<file path="config.mk">
export PLATFORM = sky130hd
export DESIGN_NAME = calendar_clock_with_tick_prescaler_top
export DESIGN_NICKNAME = d
export VERILOG_FILES = /design/src/rtl/ccp_pkg.sv /design/src/rtl/calendar_clock_with_tick_prescaler_top.sv /design/src/rtl/ccp_tick_div.sv /design/src/rtl/ccp_calendar.sv
export SDC_FILE = /design/constraint.sdc
export NUM_CORES = 1
export LEC_CHECK = 0
export BUFFER_PORTS_ARGS = -buffer_cell sky130_fd_sc_hd__buf_4
export CAP_MARGIN = 20
export CORE_ASPECT_RATIO = 1.2
export CORE_UTILIZATION = 60
export DETAILED_ROUTE_END_ITERATION = 10
export PLACE_DENSITY_LB_ADDON = 0.15
export SLEW_MARGIN = 0
export SYNTH_ARGS = -nofsm -noshare
export SYNTH_HDL_FRONTEND = slang
export SYNTH_HIERARCHICAL = 1
export SYNTH_SLANG_ARGS = --single-unit
</file>
<file path="constraint.sdc">
create_clock -name clk_i -period 8.26 [get_ports clk_i]
set_input_delay 0.826 -clock clk_i [delete_from_list [all_inputs] [get_ports clk_i]]
set_output_delay 0.826 -clock clk_i [all_outputs]
set_load 0.03 [all_outputs]
</file>
<file path="src/rtl/ccp_pkg.sv">
// shared types and constants for the calendar clock with tick prescaler
package ccp_pkg;

  localparam int unsigned TickW    = 10;
  localparam int unsigned RefreshW = 8;
  localparam int unsigned YearW    = 16;
  localparam int unsigned MonthW   = 4;
  localparam int unsigned DayW     = 5;
  localparam int unsigned HourW    = 5;
  localparam int unsigned MinuteW  = 6;
  localparam int unsigned SecondW  = 6;
  localparam int unsigned CfgIdxW  = 2;
  localparam int unsigned CfgDataW = 10;

  // input item kinds
  localparam logic ActTick = 1'b0;
  localparam logic ActLoad = 1'b1;

  // configuration register indexes
  localparam logic [CfgIdxW-1:0] CfgTicksPerSecond   = 2'd0;
  localparam logic [CfgIdxW-1:0] CfgCorrectionIntvl  = 2'd1;
  localparam logic [CfgIdxW-1:0] CfgCorrectionOffset = 2'd2;
  localparam logic [CfgIdxW-1:0] CfgRefreshPeriod    = 2'd3;

  // configuration reset values
  localparam logic [TickW-1:0]    RstTicksPerSecond   = 10'd495;
  localparam logic [TickW-1:0]    RstCorrectionIntvl  = 10'd1000;
  localparam logic [TickW-1:0]    RstCorrectionOffset = 10'd5;
  localparam logic [RefreshW-1:0] RstRefreshPeriod    = 8'd20;

  // calendar reset values
  localparam logic [YearW-1:0]   RstYear   = 16'd2000;
  localparam logic [MonthW-1:0]  RstMonth  = 4'd1;
  localparam logic [DayW-1:0]    RstDay    = 5'd1;
  localparam logic [HourW-1:0]   RstHour   = 5'd0;
  localparam logic [MinuteW-1:0] RstMinute = 6'd0;
  localparam logic [SecondW-1:0] RstSecond = 6'd0;

  // calendar limits
  localparam logic [SecondW-1:0] LastSecond = 6'd59;
  localparam logic [MinuteW-1:0] LastMinute = 6'd59;
  localparam logic [HourW-1:0]   LastHour   = 5'd23;
  localparam logic [MonthW-1:0]  LastMonth  = 4'd12;
  localparam logic [MonthW-1:0]  FirstMonth = 4'd1;
  localparam logic [DayW-1:0]    FirstDay   = 5'd1;
  localparam logic [DayW-1:0]    LongMonth  = 5'd31;
  localparam logic [DayW-1:0]    ShortMonth = 5'd30;
  localparam logic [DayW-1:0]    LeapFeb    = 5'd29;
  localparam logic [DayW-1:0]    PlainFeb   = 5'd28;
  localparam logic [DayW-1:0]    BadMonth   = 5'd0;

  typedef struct packed {
    logic [TickW-1:0]    ticks_per_second;
    logic [TickW-1:0]    correction_interval;
    logic [TickW-1:0]    correction_offset;
    logic [RefreshW-1:0] refresh_period;
  } ccp_cfg_t;

  typedef struct packed {
    logic [YearW-1:0]   year;
    logic [MonthW-1:0]  month;
    logic [DayW-1:0]    day;
    logic [HourW-1:0]   hour;
    logic [MinuteW-1:0] minute;
    logic [SecondW-1:0] second;
  } ccp_time_t;

  typedef struct packed {
    logic load;
    logic advance;
  } ccp_cal_ctrl_t;

  typedef struct packed {
    logic second;
    logic refresh;
  } ccp_pulse_t;

endpackage

</file>
<file path="src/rtl/calendar_clock_with_tick_prescaler_top.sv">
// top level: calendar clock with tick prescaler, refresh divider and config port
// path: an accepted item goes from the input reg to the result reg, which drives
// the result ports; throughput: one item per cycle while the output side does
// not stall, set by the single pass from input reg to result reg
// stall from the output side reaches the input stall in the same cycle
// reset (async, active low): config regs to their defaults, counters to zero,
// calendar to 2000-01-01 00:00:00, both item registers empty
module calendar_clock_with_tick_prescaler_top (
  input  logic                         clk_i,
  input  logic                         rst_ni,
  // input item channel
  input  logic                         in_valid_i,
  output logic                         in_stall_o,
  input  logic                         action_i,
  input  logic [ccp_pkg::YearW-1:0]    set_year_i,
  input  logic [ccp_pkg::MonthW-1:0]   set_month_i,
  input  logic [ccp_pkg::DayW-1:0]     set_day_i,
  input  logic [ccp_pkg::HourW-1:0]    set_hour_i,
  input  logic [ccp_pkg::MinuteW-1:0]  set_minute_i,
  input  logic [ccp_pkg::SecondW-1:0]  set_second_i,
  // result item channel
  output logic                         out_valid_o,
  input  logic                         out_stall_i,
  output logic                         second_pulse_o,
  output logic                         refresh_pulse_o,
  output logic [ccp_pkg::YearW-1:0]    cur_year_o,
  output logic [ccp_pkg::MonthW-1:0]   cur_month_o,
  output logic [ccp_pkg::DayW-1:0]     cur_day_o,
  output logic [ccp_pkg::HourW-1:0]    cur_hour_o,
  output logic [ccp_pkg::MinuteW-1:0]  cur_minute_o,
  output logic [ccp_pkg::SecondW-1:0]  cur_second_o,
  // configuration write channel
  input  logic                         cfg_valid_i,
  output logic                         cfg_ready_o,
  input  logic [ccp_pkg::CfgIdxW-1:0]  cfg_index_i,
  input  logic [ccp_pkg::CfgDataW-1:0] cfg_data_i
);
  import ccp_pkg::*;

  // configuration registers
  ccp_cfg_t cfg_q;

  // input register
  logic      in_valid_q;
  logic      action_q;
  ccp_time_t set_q;

  // result register
  logic       out_valid_q;
  ccp_pulse_t res_pulse_q;
  ccp_time_t  res_time_q;

  // stage control
  logic          res_free;   // result reg empty or being taken this cycle
  logic          fire;       // item moves from input reg to result reg
  logic          tick;
  ccp_pulse_t    pulse;
  ccp_cal_ctrl_t cal_ctrl;
  ccp_time_t     cal_time_q;
  ccp_time_t     cal_time_d;

  assign res_free   = !out_valid_q || !out_stall_i;
  assign fire       = in_valid_q && res_free;
  assign tick       = fire && (action_q == ActTick);
  assign in_stall_o = in_valid_q && !res_free;

  // config writes are always taken; the user must issue them only while idle, the block itself does not enforce it
  assign cfg_ready_o = 1'b1;

  always_ff @(posedge clk_i or negedge rst_ni) begin
    if (!rst_ni) begin
      cfg_q.ticks_per_second    <= RstTicksPerSecond;
      cfg_q.correction_interval <= RstCorrectionIntvl;
      cfg_q.correction_offset   <= RstCorrectionOffset;
      cfg_q.refresh_period      <= RstRefreshPeriod;
    end else if (cfg_valid_i && cfg_ready_o) begin
      case (cfg_index_i)
        CfgTicksPerSecond:   cfg_q.ticks_per_second    <= cfg_data_i;
        CfgCorrectionIntvl:  cfg_q.correction_interval <= cfg_data_i;
        CfgCorrectionOffset: cfg_q.correction_offset   <= cfg_data_i;
        CfgRefreshPeriod:    cfg_q.refresh_period      <= cfg_data_i[RefreshW-1:0];
        default: ;
      endcase
    end
  end

  // input register: loads whenever it is empty or its item moves on
  always_ff @(posedge clk_i or negedge rst_ni) begin
    if (!rst_ni) begin
      in_valid_q <= 1'b0;
    end else if (!in_stall_o) begin
      in_valid_q <= in_valid_i;
    end
  end

  always_ff @(posedge clk_i) begin
    if (in_valid_i && !in_stall_o) begin
      action_q      <= action_i;
      set_q.year    <= set_year_i;
      set_q.month   <= set_month_i;
      set_q.day     <= set_day_i;
      set_q.hour    <= set_hour_i;
      set_q.minute  <= set_minute_i;
      set_q.second  <= set_second_i;
    end
  end

  // prescaler and refresh divider step only on a tick item
  ccp_tick_div u_tick_div (
    .clk_i   (clk_i),
    .rst_ni  (rst_ni),
    .tick_i  (tick),
    .cfg_i   (cfg_q),
    .pulse_o (pulse)
  );

  // load item overwrites the calendar, a completed second advances it
  assign cal_ctrl.load    = fire && (action_q == ActLoad);
  assign cal_ctrl.advance = pulse.second;

  ccp_calendar u_calendar (
    .clk_i    (clk_i),
    .rst_ni   (rst_ni),
    .ctrl_i   (cal_ctrl),
    .set_i    (set_q),
    .time_q_o (cal_time_q),
    .time_d_o (cal_time_d)
  );

  // result register: holds while the output side stalls
  always_ff @(posedge clk_i or negedge rst_ni) begin
    if (!rst_ni) begin
      out_valid_q <= 1'b0;
    end else if (res_free) begin
      out_valid_q <= in_valid_q;
    end
  end

  always_ff @(posedge clk_i) begin
    if (fire) begin
      res_pulse_q <= pulse;
      res_time_q  <= cal_time_d;
    end
  end

  assign out_valid_o     = out_valid_q;
  assign second_pulse_o  = res_pulse_q.second;
  assign refresh_pulse_o = res_pulse_q.refresh;
  assign cur_year_o      = res_time_q.year;
  assign cur_month_o     = res_time_q.month;
  assign cur_day_o       = res_time_q.day;
  assign cur_hour_o      = res_time_q.hour;
  assign cur_minute_o    = res_time_q.minute;
  assign cur_second_o    = res_time_q.second;

  // a load item carries no pulses
  assert property (@(posedge clk_i) disable iff (!rst_ni)
    cal_ctrl.load |=> !res_pulse_q.second && !res_pulse_q.refresh)
    else $error("pulse reported for a load item");

  // a load item shows exactly the loaded time
  assert property (@(posedge clk_i) disable iff (!rst_ni)
    cal_ctrl.load |=> res_time_q == $past(set_q))
    else $error("loaded time not reported");

  // a tick that completes no second leaves the calendar alone
  assert property (@(posedge clk_i) disable iff (!rst_ni)
    tick && !pulse.second |=> cal_time_q == $past(cal_time_q))
    else $error("calendar moved without a second");

  // the input side is only stalled by a held result
  assert property (@(posedge clk_i) disable iff (!rst_ni)
    in_stall_o |-> out_valid_q && out_stall_i && in_valid_q)
    else $error("input stalled without a held result");

endmodule

</file>
<file path="src/rtl/ccp_tick_div.sv">
// tick prescaler with periodic correction and refresh divider
module ccp_tick_div (
  input  logic               clk_i,
  input  logic               rst_ni,
  input  logic               tick_i,
  input  ccp_pkg::ccp_cfg_t  cfg_i,
  output ccp_pkg::ccp_pulse_t pulse_o
);
  import ccp_pkg::*;

  logic [TickW-1:0]    tick_q, tick_d;
  logic [TickW-1:0]    corr_q, corr_d;
  logic [RefreshW-1:0] refr_q, refr_d;

  logic [TickW:0]    tick_inc;
  logic [TickW:0]    corr_inc;
  logic [RefreshW:0] refr_inc;
  logic              sec_hit;
  logic              corr_hit;
  logic              refr_hit;

  // increments are one bit wider so a counter at its maximum always fires
  assign tick_inc = {1'b0, tick_q} + 1'b1;
  assign corr_inc = {1'b0, corr_q} + 1'b1;
  assign refr_inc = {1'b0, refr_q} + 1'b1;

  assign sec_hit  = tick_inc >= {1'b0, cfg_i.ticks_per_second};
  assign corr_hit = corr_inc >= {1'b0, cfg_i.correction_interval};
  assign refr_hit = refr_inc >= {1'b0, cfg_i.refresh_period};

  always_comb begin
    tick_d = tick_q;
    corr_d = corr_q;
    refr_d = refr_q;
    if (tick_i) begin
      if (sec_hit) begin
        if (corr_hit) begin
          tick_d = cfg_i.correction_offset;
          corr_d = '0;
        end else begin
          tick_d = '0;
          corr_d = corr_inc[TickW-1:0];
        end
      end else begin
        tick_d = tick_inc[TickW-1:0];
      end
      refr_d = refr_hit ? '0 : refr_inc[RefreshW-1:0];
    end
  end

  assign pulse_o.second  = tick_i & sec_hit;
  assign pulse_o.refresh = tick_i & refr_hit;

  always_ff @(posedge clk_i or negedge rst_ni) begin
    if (!rst_ni) begin
      tick_q <= '0;
      corr_q <= '0;
      refr_q <= '0;
    end else begin
      tick_q <= tick_d;
      corr_q <= corr_d;
      refr_q <= refr_d;
    end
  end

endmodule

</file>
<file path="src/rtl/ccp_calendar.sv">
// second/minute/hour/day/month/year calendar registers
module ccp_calendar (
  input  logic                  clk_i,
  input  logic                  rst_ni,
  input  ccp_pkg::ccp_cal_ctrl_t ctrl_i,
  input  ccp_pkg::ccp_time_t    set_i,
  output ccp_pkg::ccp_time_t    time_q_o,
  output ccp_pkg::ccp_time_t    time_d_o
);
  import ccp_pkg::*;

  ccp_time_t       time_q, time_d;
  logic [DayW-1:0] month_len;

  function automatic logic [DayW-1:0] month_length(input logic [YearW-1:0] y,
                                                   input logic [MonthW-1:0] m);
    logic [DayW-1:0] len;
    begin
      case (m)
        4'd1, 4'd3, 4'd5, 4'd7, 4'd8, 4'd10, 4'd12: len = LongMonth;
        4'd4, 4'd6, 4'd9, 4'd11:                   len = ShortMonth;
        4'd2:    len = (y[1:0] == 2'b00) ? LeapFeb : PlainFeb;
        default: len = BadMonth;
      endcase
      return len;
    end
  endfunction

  assign month_len = month_length(time_q.year, time_q.month);

  always_comb begin
    time_d = time_q;
    if (ctrl_i.load) begin
      time_d = set_i;
    end else if (ctrl_i.advance) begin
      if (time_q.second < LastSecond) begin
        time_d.second = time_q.second + 1'b1;
      end else begin
        time_d.second = '0;
        if (time_q.minute < LastMinute) begin
          time_d.minute = time_q.minute + 1'b1;
        end else begin
          time_d.minute = '0;
          if (time_q.hour < LastHour) begin
            time_d.hour = time_q.hour + 1'b1;
          end else begin
            time_d.hour = '0;
            if (month_len > time_q.day) begin
              time_d.day = time_q.day + 1'b1;
            end else begin
              time_d.day = FirstDay;
              if (time_q.month >= LastMonth) begin
                time_d.month = FirstMonth;
                time_d.year  = time_q.year + 1'b1;
              end else begin
                time_d.month = time_q.month + 1'b1;
              end
            end
          end
        end
      end
    end
  end

  always_ff @(posedge clk_i or negedge rst_ni) begin
    if (!rst_ni) begin
      time_q.year   <= RstYear;
      time_q.month  <= RstMonth;
      time_q.day    <= RstDay;
      time_q.hour   <= RstHour;
      time_q.minute <= RstMinute;
      time_q.second <= RstSecond;
    end else begin
      time_q <= time_d;
    end
  end

  assign time_q_o = time_q;
  assign time_d_o = time_d;

endmodule
</file>
=== Word-level counts from Yosys, hierarchy flattened ===
Index checks and enable logic that the tools add are counted.

* Memory bits (read-only): 0
* Latch bits: 0
* Flip-flop bits (word level): 197
* Word-level logic and storage cells: 102
* Memories: 0
* RAM bits: 0

* Divide/modulo/power cells: 0
* Multiplexer cells: 18
* $lt $le $gt $ge: 8
* Bitwise logic cells: 3
* $add $sub $neg: 9
* Reductions and logical operators: 19
* Eq/ne operators: 15
* Shift operators: 0
* Multipliers: 0

{| class="wikitable"
|+ Operators with widths
! cell !! count
|-
| $mux W42 || 2
|-
| $mux W36 || 1
|-
| $mux W10 || 3
|-
| $mux W30 || 1
|-
| $mux W25 || 1
|-
| $add A10 B1 Y11 const B || 2
|-
| $ge A11 B10 Y1 || 2
|-
| $eq A4 B4 Y1 const B || 5
|-
| $mux W20 || 1
|-
| $add A16 B1 Y16 const B || 1
|-
| $eq A4 B3 Y1 const B || 4
|-
| $mux W16 || 1
|-
| $pmux W5 S3 || 1
|-
| $add A6 B1 Y6 const B || 2
|-
| $lt A6 B6 Y1 const B || 2
|-
| $mux W6 || 2
|-
| $add A5 B1 Y5 const B || 2
|-
| $mux W5 || 2
|-
| $reduce_and A2 Y1 || 5
|-
| $add A8 B1 Y9 const B || 1
|-
| $ge A9 B8 Y1 || 1
|-
| $eq A4 B2 Y1 const B || 2
|-
| $mux W8 || 1
|-
| $reduce_or A7 Y1 || 1
|-
| other kinds (16) || 26
|}

=== Depth between registers and ports, before layout ===
* Word-level depth: 10
* Gate-level depth with buffers: 19

=== By module ===
The synthesis kept the hierarchy.

{| class="wikitable"
|+ By module, submodules not included
! module !! instances !! area each (um2) !! cells an instance !! sequential area each (um2)
|-
| calendar_clock_with_tick_prescaler_top || 1 || 4274.1 || 183 || 3636.0
|-
| ccp_calendar || 1 || 2874.0 || 325 || 1061.0
|-
| ccp_tick_div || 1 || 2394.8 || 283 || 700.7
|}

=== Least setup slack after synthesis ===
OpenSTA, ideal clock, no wires.

* Kind: register -> register
* Start: register u_tick_div.tick_q[0]
* End: register res_time_q (netlist bit cur_year_o[7]), data pin
* Required time: 8.093 ns
* Stages on the path, launching flop included: 20
* Arrival time: 3.743 ns
* Slack: 4.350 ns
* Path buffers: 5
* Setup time: 0.167 ns
* Cell sequence: dfrtp_1 -> ha_1 -> and3_1 -> buf_6 -> and3_1 -> xor2_1 -> ha_1 -> nand4_1 -> nor3_1 -> a311o_1 -> o21ai_4 -> buf_4 -> inv_1 -> clkbuf_1 -> and3_1 -> buf_6 -> nand2_4 -> buf_6 -> or4_1 -> a31oi_1

{| class="wikitable"
|+ RTL lines
! item !! line !! text
|-
| start, declared || ccp_tick_div.sv:11 || <nowiki>logic [TickW-1:0] tick_q, tick_d;</nowiki>
|-
| start signal, assigned || ccp_tick_div.sv:60 || <nowiki>tick_q <= tick_d;</nowiki>
|-
| end signal, assigned || calendar_clock_with_tick_prescaler_top.sv:142 || <nowiki>res_time_q <= cal_time_d;</nowiki>
|-
| end, declared || calendar_clock_with_tick_prescaler_top.sv:51 || <nowiki>ccp_time_t res_time_q;</nowiki>
|}

==> summary.txt <==
GRT
  • Vias in the first global route: 6654
  • Gr ovfl total: 0
  • Met3 Use GR: between 5 and 6%
  • Antenna violations before repair: 0
  • Grt met1 use: 31.0%
  • Met2 Track Usage GR: around 45%
  • Busiest grt layer: met2
  • Total GRT Usage: about a quarter
  • First-pass GRT wire length: 32.0 mm
  • Pin count of the biggest net entering global routing: 64

Floorplan
  • Die ar.: 0.0164 mm^2
  • I/O pin count: around 110
  • Starting density of the core: 61.3%
  • CORE AREA: 0.0156 mm^2
  • Die width: 117 um
  • Rows: 50
  • Die height: ~140 um

Critical path
  • Worst r2r src: u_tick_div/tick_q[0]
  • CP top delay family: compound AO/OA/AOI/OAI gates
  • FF-to-FF setup slack: 3.76 ns
  • Worst Setup Path Type: reg -> reg
  • Delay of the slowest critical-path stage: 0.45 ns
  • Crit end category: register
  • Endpoint of the worst register-to-register path: cur_month_o[2]
  • CP required: 8.43 ns
  • CP bufs+invs: 2
  • Crit path DAT: 4.68 ns
  • Crit path cell chain: ha_1, and3_1, and3_1, xor2_1, ha_1, a211oi_1, o21ai_0, o221a_2, o21ai_4, inv_1, nand3_2, a211oi_1, buf_2, a32o_1, a31o_1
  • Worst Setup Start Kind: register
  • Crit path max-delay cell type: dfrtp_1
  • Reg2reg path depth: 15
  • Worst-path maximum fanout: 18

Timing
  • Setup ws final: approximately 3.8 ns
  • Final Setup Violations: 0
  • Period utilization: a little over half
  • Final setup TNS: 0 ns
  • Slew Limit Headroom: 42.4%
  • Fin. Hold Viols: 0
  • RSZ-0062 raised after global routing: no
  • Actual slew at the worst max-slew pin: 0.860 ns
  • F_max: between 0.2 and 0.25 GHz
  • Final Critical Period: 4.50 ns
  • Layout Skew: 0.0102 ns
  • Fin. max-slew vios: 0

Yosys
  • Cell area after synthesis: 0.00954 mm^2
  • Post-synth EDFFs: 87
  • Register area share after synthesis: 56.6%
  • Library cells used by synthesis: 73
  • Yosys warnings: 6
  • Seq cells post-synth: 197
  • Simple-gate portion of the synthesized area: around 12%
  • Synth top area cells: edfxtp_1 27%, dfrtp_1 22%, dfstp_2 7.2%, ha_1 6.0%, mux2_4 3.1%
  • Compound-Gate Fraction of Synth Area: a little under an eighth
  • Syn nets: 897
  • Main combinational cell family by area after synthesis: simple AND/OR/NAND/NOR gates
  • Synth top area share: 27.4%
  • Mux contribution to synthesized area: approximately 5.6%
  • Asr flop ratio synth: 55.8%
  • Adder-Cell Fraction of Synth Area: 6.14%
  • Syn Area/Cell: 12.1 um^2
  • Area leader, netlist: edfxtp_1
  • Top_reg_cell synth: edfxtp_1
  • Synth Area in XOR/XNOR: roughly 3.7%
  • Mapped Cells: 791

Clock network
  • # hold bufs at CTS: 0
  • Number of clock sinks: 197
  • CTS H-tree lvls: 4
  • Clock root cell: clkbuf_16
  • Worst-skew pair later-pin latency: 0.43 ns
  • Post-cts gate resize count: 0
  • Clock Pin Slew Worst Setup and Hold Paths: 0.07 ns
  • Cts bufs inserted: 17
  • Post-CTS setup buffer count: 0
  • Clock Path Buffers: 2
  • CTS tree: done

Final layout
  • Nets: approximately 1000
  • Fill count: 1113
  • Layout area overhead: 15.9%
  • # diodes: 0
  • Multi-input logic area: 0.00377 mm^2
  • Sequential cell area: approximately 0.0054 mm^2
  • Post-route cell area: 0.0111 mm^2
  • Finished Core Util: 71.0%
  • Layout cells sized above 1: about a quarter

Run
  • Max-cap violations: 0

Routing
  • Initial DRT Pass Iterations: 5
  • Via/cell ratio: 5.87
  • DR DRC count: 0
  • DR WL/cell: 18.0 um
  • Iter 0 DRT Violations: 371
  • Total detailed-routing wirelength: roughly 20 mm
  • Total number of vias: 6524
  • Antenna Nets Post-Route: 0

Placement
  • Port Buffers: roughly 110
  • HPWL Detailed: between 10 and 15 mm
  • Routability congestion estimate: 0.864
  • Pre-CTS setup slack: 3.37 ns
  • Placement Cell Area: 0.0104 mm^2

Power
  • Total power: 0.00303 W
  • Pleak: 4.75 nW
  • Worst ir drop on vdd: around 0.17 mV
  • Power Density: 274 mW/mm^2

Hold path
  • Tightest Hold Check Type: in -> async

Outcome
  • Status: completed
## synth_stat cells, types with 5 or more instances
master / count
dfstp_2: 26
clkbuf_1: 15
xor2_1: 16
o31ai_1: 13
ha_1: 46
xnor2_1: 24
a21oi_1: 27
and4_1: 7
nand2_1: 66
nor2_1: 34
mux2_2: 20
o21ai_0: 22
a31oi_1: 18
o21ai_1: 13
a21o_1: 9
inv_1: 48
edfxtp_1: 87
nand3_1: 41
nand2b_1: 6
buf_2: 7
nand4_1: 15
a2111oi_2: 8
mux2_4: 20
or4_1: 5
a22o_1: 6
and3_1: 21
buf_6: 6
dfrtp_1: 84
## metal layers
metal	part of all wire (%)	vias up
met3	3.6	29
met2	53	167
met5	0	-
met4	1.6	0
li1	-	3101
met1	42	3227
## cell families after synthesis
| family | Yosys count |
|---|---|
| adders and majority gates | 47 |
| DFF | 197 |
| AOI/OAI and AO/OA | 157 |
| other | 1 |
| muxes | 41 |
| xor gates and xnor gates | 40 |
| and+or+nand+nor | 226 |
| buffers and inverters | 82 |
## area by class of cell
class	count	area share, %
Timing Repair Buffer	113	7.94
Tap cell	208	2.35
Clock inverter	6	0.362
Sequential cell	197	48.8
Multi-Input combinational cell	512	34.1
Inverter	49	1.66
Clock buffer	26	4.73
## registers in the layout, indices dropped and copies added, names as in the netlist, 4 cells and up
register / count
cfg_q: 38
cur_day_o: 5
cur_hour_o: 5
cur_minute_o: 6
cur_month_o: 4
cur_second_o: 6
cur_year_o: 16
set_q: 42
u_calendar/time_q_o: 42
u_tick_div/corr_q: 10
u_tick_div/refr_q: 8
u_tick_div/tick_q: 10
## worst max-delay path by stage
stage	start	end	slack (ns)	depth (start not counted)
finish	u_tick_div/tick_q[0]	cur_month_o[2]	3.76	15
global route	u_tick_div/tick_q[0]	cur_month_o[2]	3.44	15
CTS	u_tick_div/tick_q[0]	cur_year_o[11]	3.37	14
detailed placement	u_tick_div/tick_q[0]	cur_year_o[11]	3.37	14
global placement	u_tick_div/tick_q[0]	cur_year_o[11]	3.59	14
floorplan	u_tick_div/tick_q[0]	cur_year_o[7]	4.35	19
## layout by cell type, fill, tap and decap left out, drive strengths merged, types with 5 or more instances in the layout
cell and instances:
xnor2 24, o31ai 13, nor2 36, and3 21, and4 7, a2111oi 8, inv 51, and2 6
nand4 15, or4 5, nand2 67, a31oi 18, dfrtp 84, clkbuf 26, ha 46, a21o 10
nand3 43, dfstp 26, xor2 16, mux2 40, a22o 6, buf 113, o21ai 36, a21oi 27
edfxtp 87, nand2b 6
## stage by stage
stage               hold WS [ns]  std cells
floorplan                  0.445        791
CTS                        0.449       1107
finish                     0.412       1111
global placement           0.451       1075
detailed placement         0.466       1075
global route               0.463       1111
## power by group
group,internal (W),switching (W)
clock,0.000441,0.000347
sequential,0.00123,0.000145
combinational,0.000358,0.000509
(Power assumes the default switching activity.)
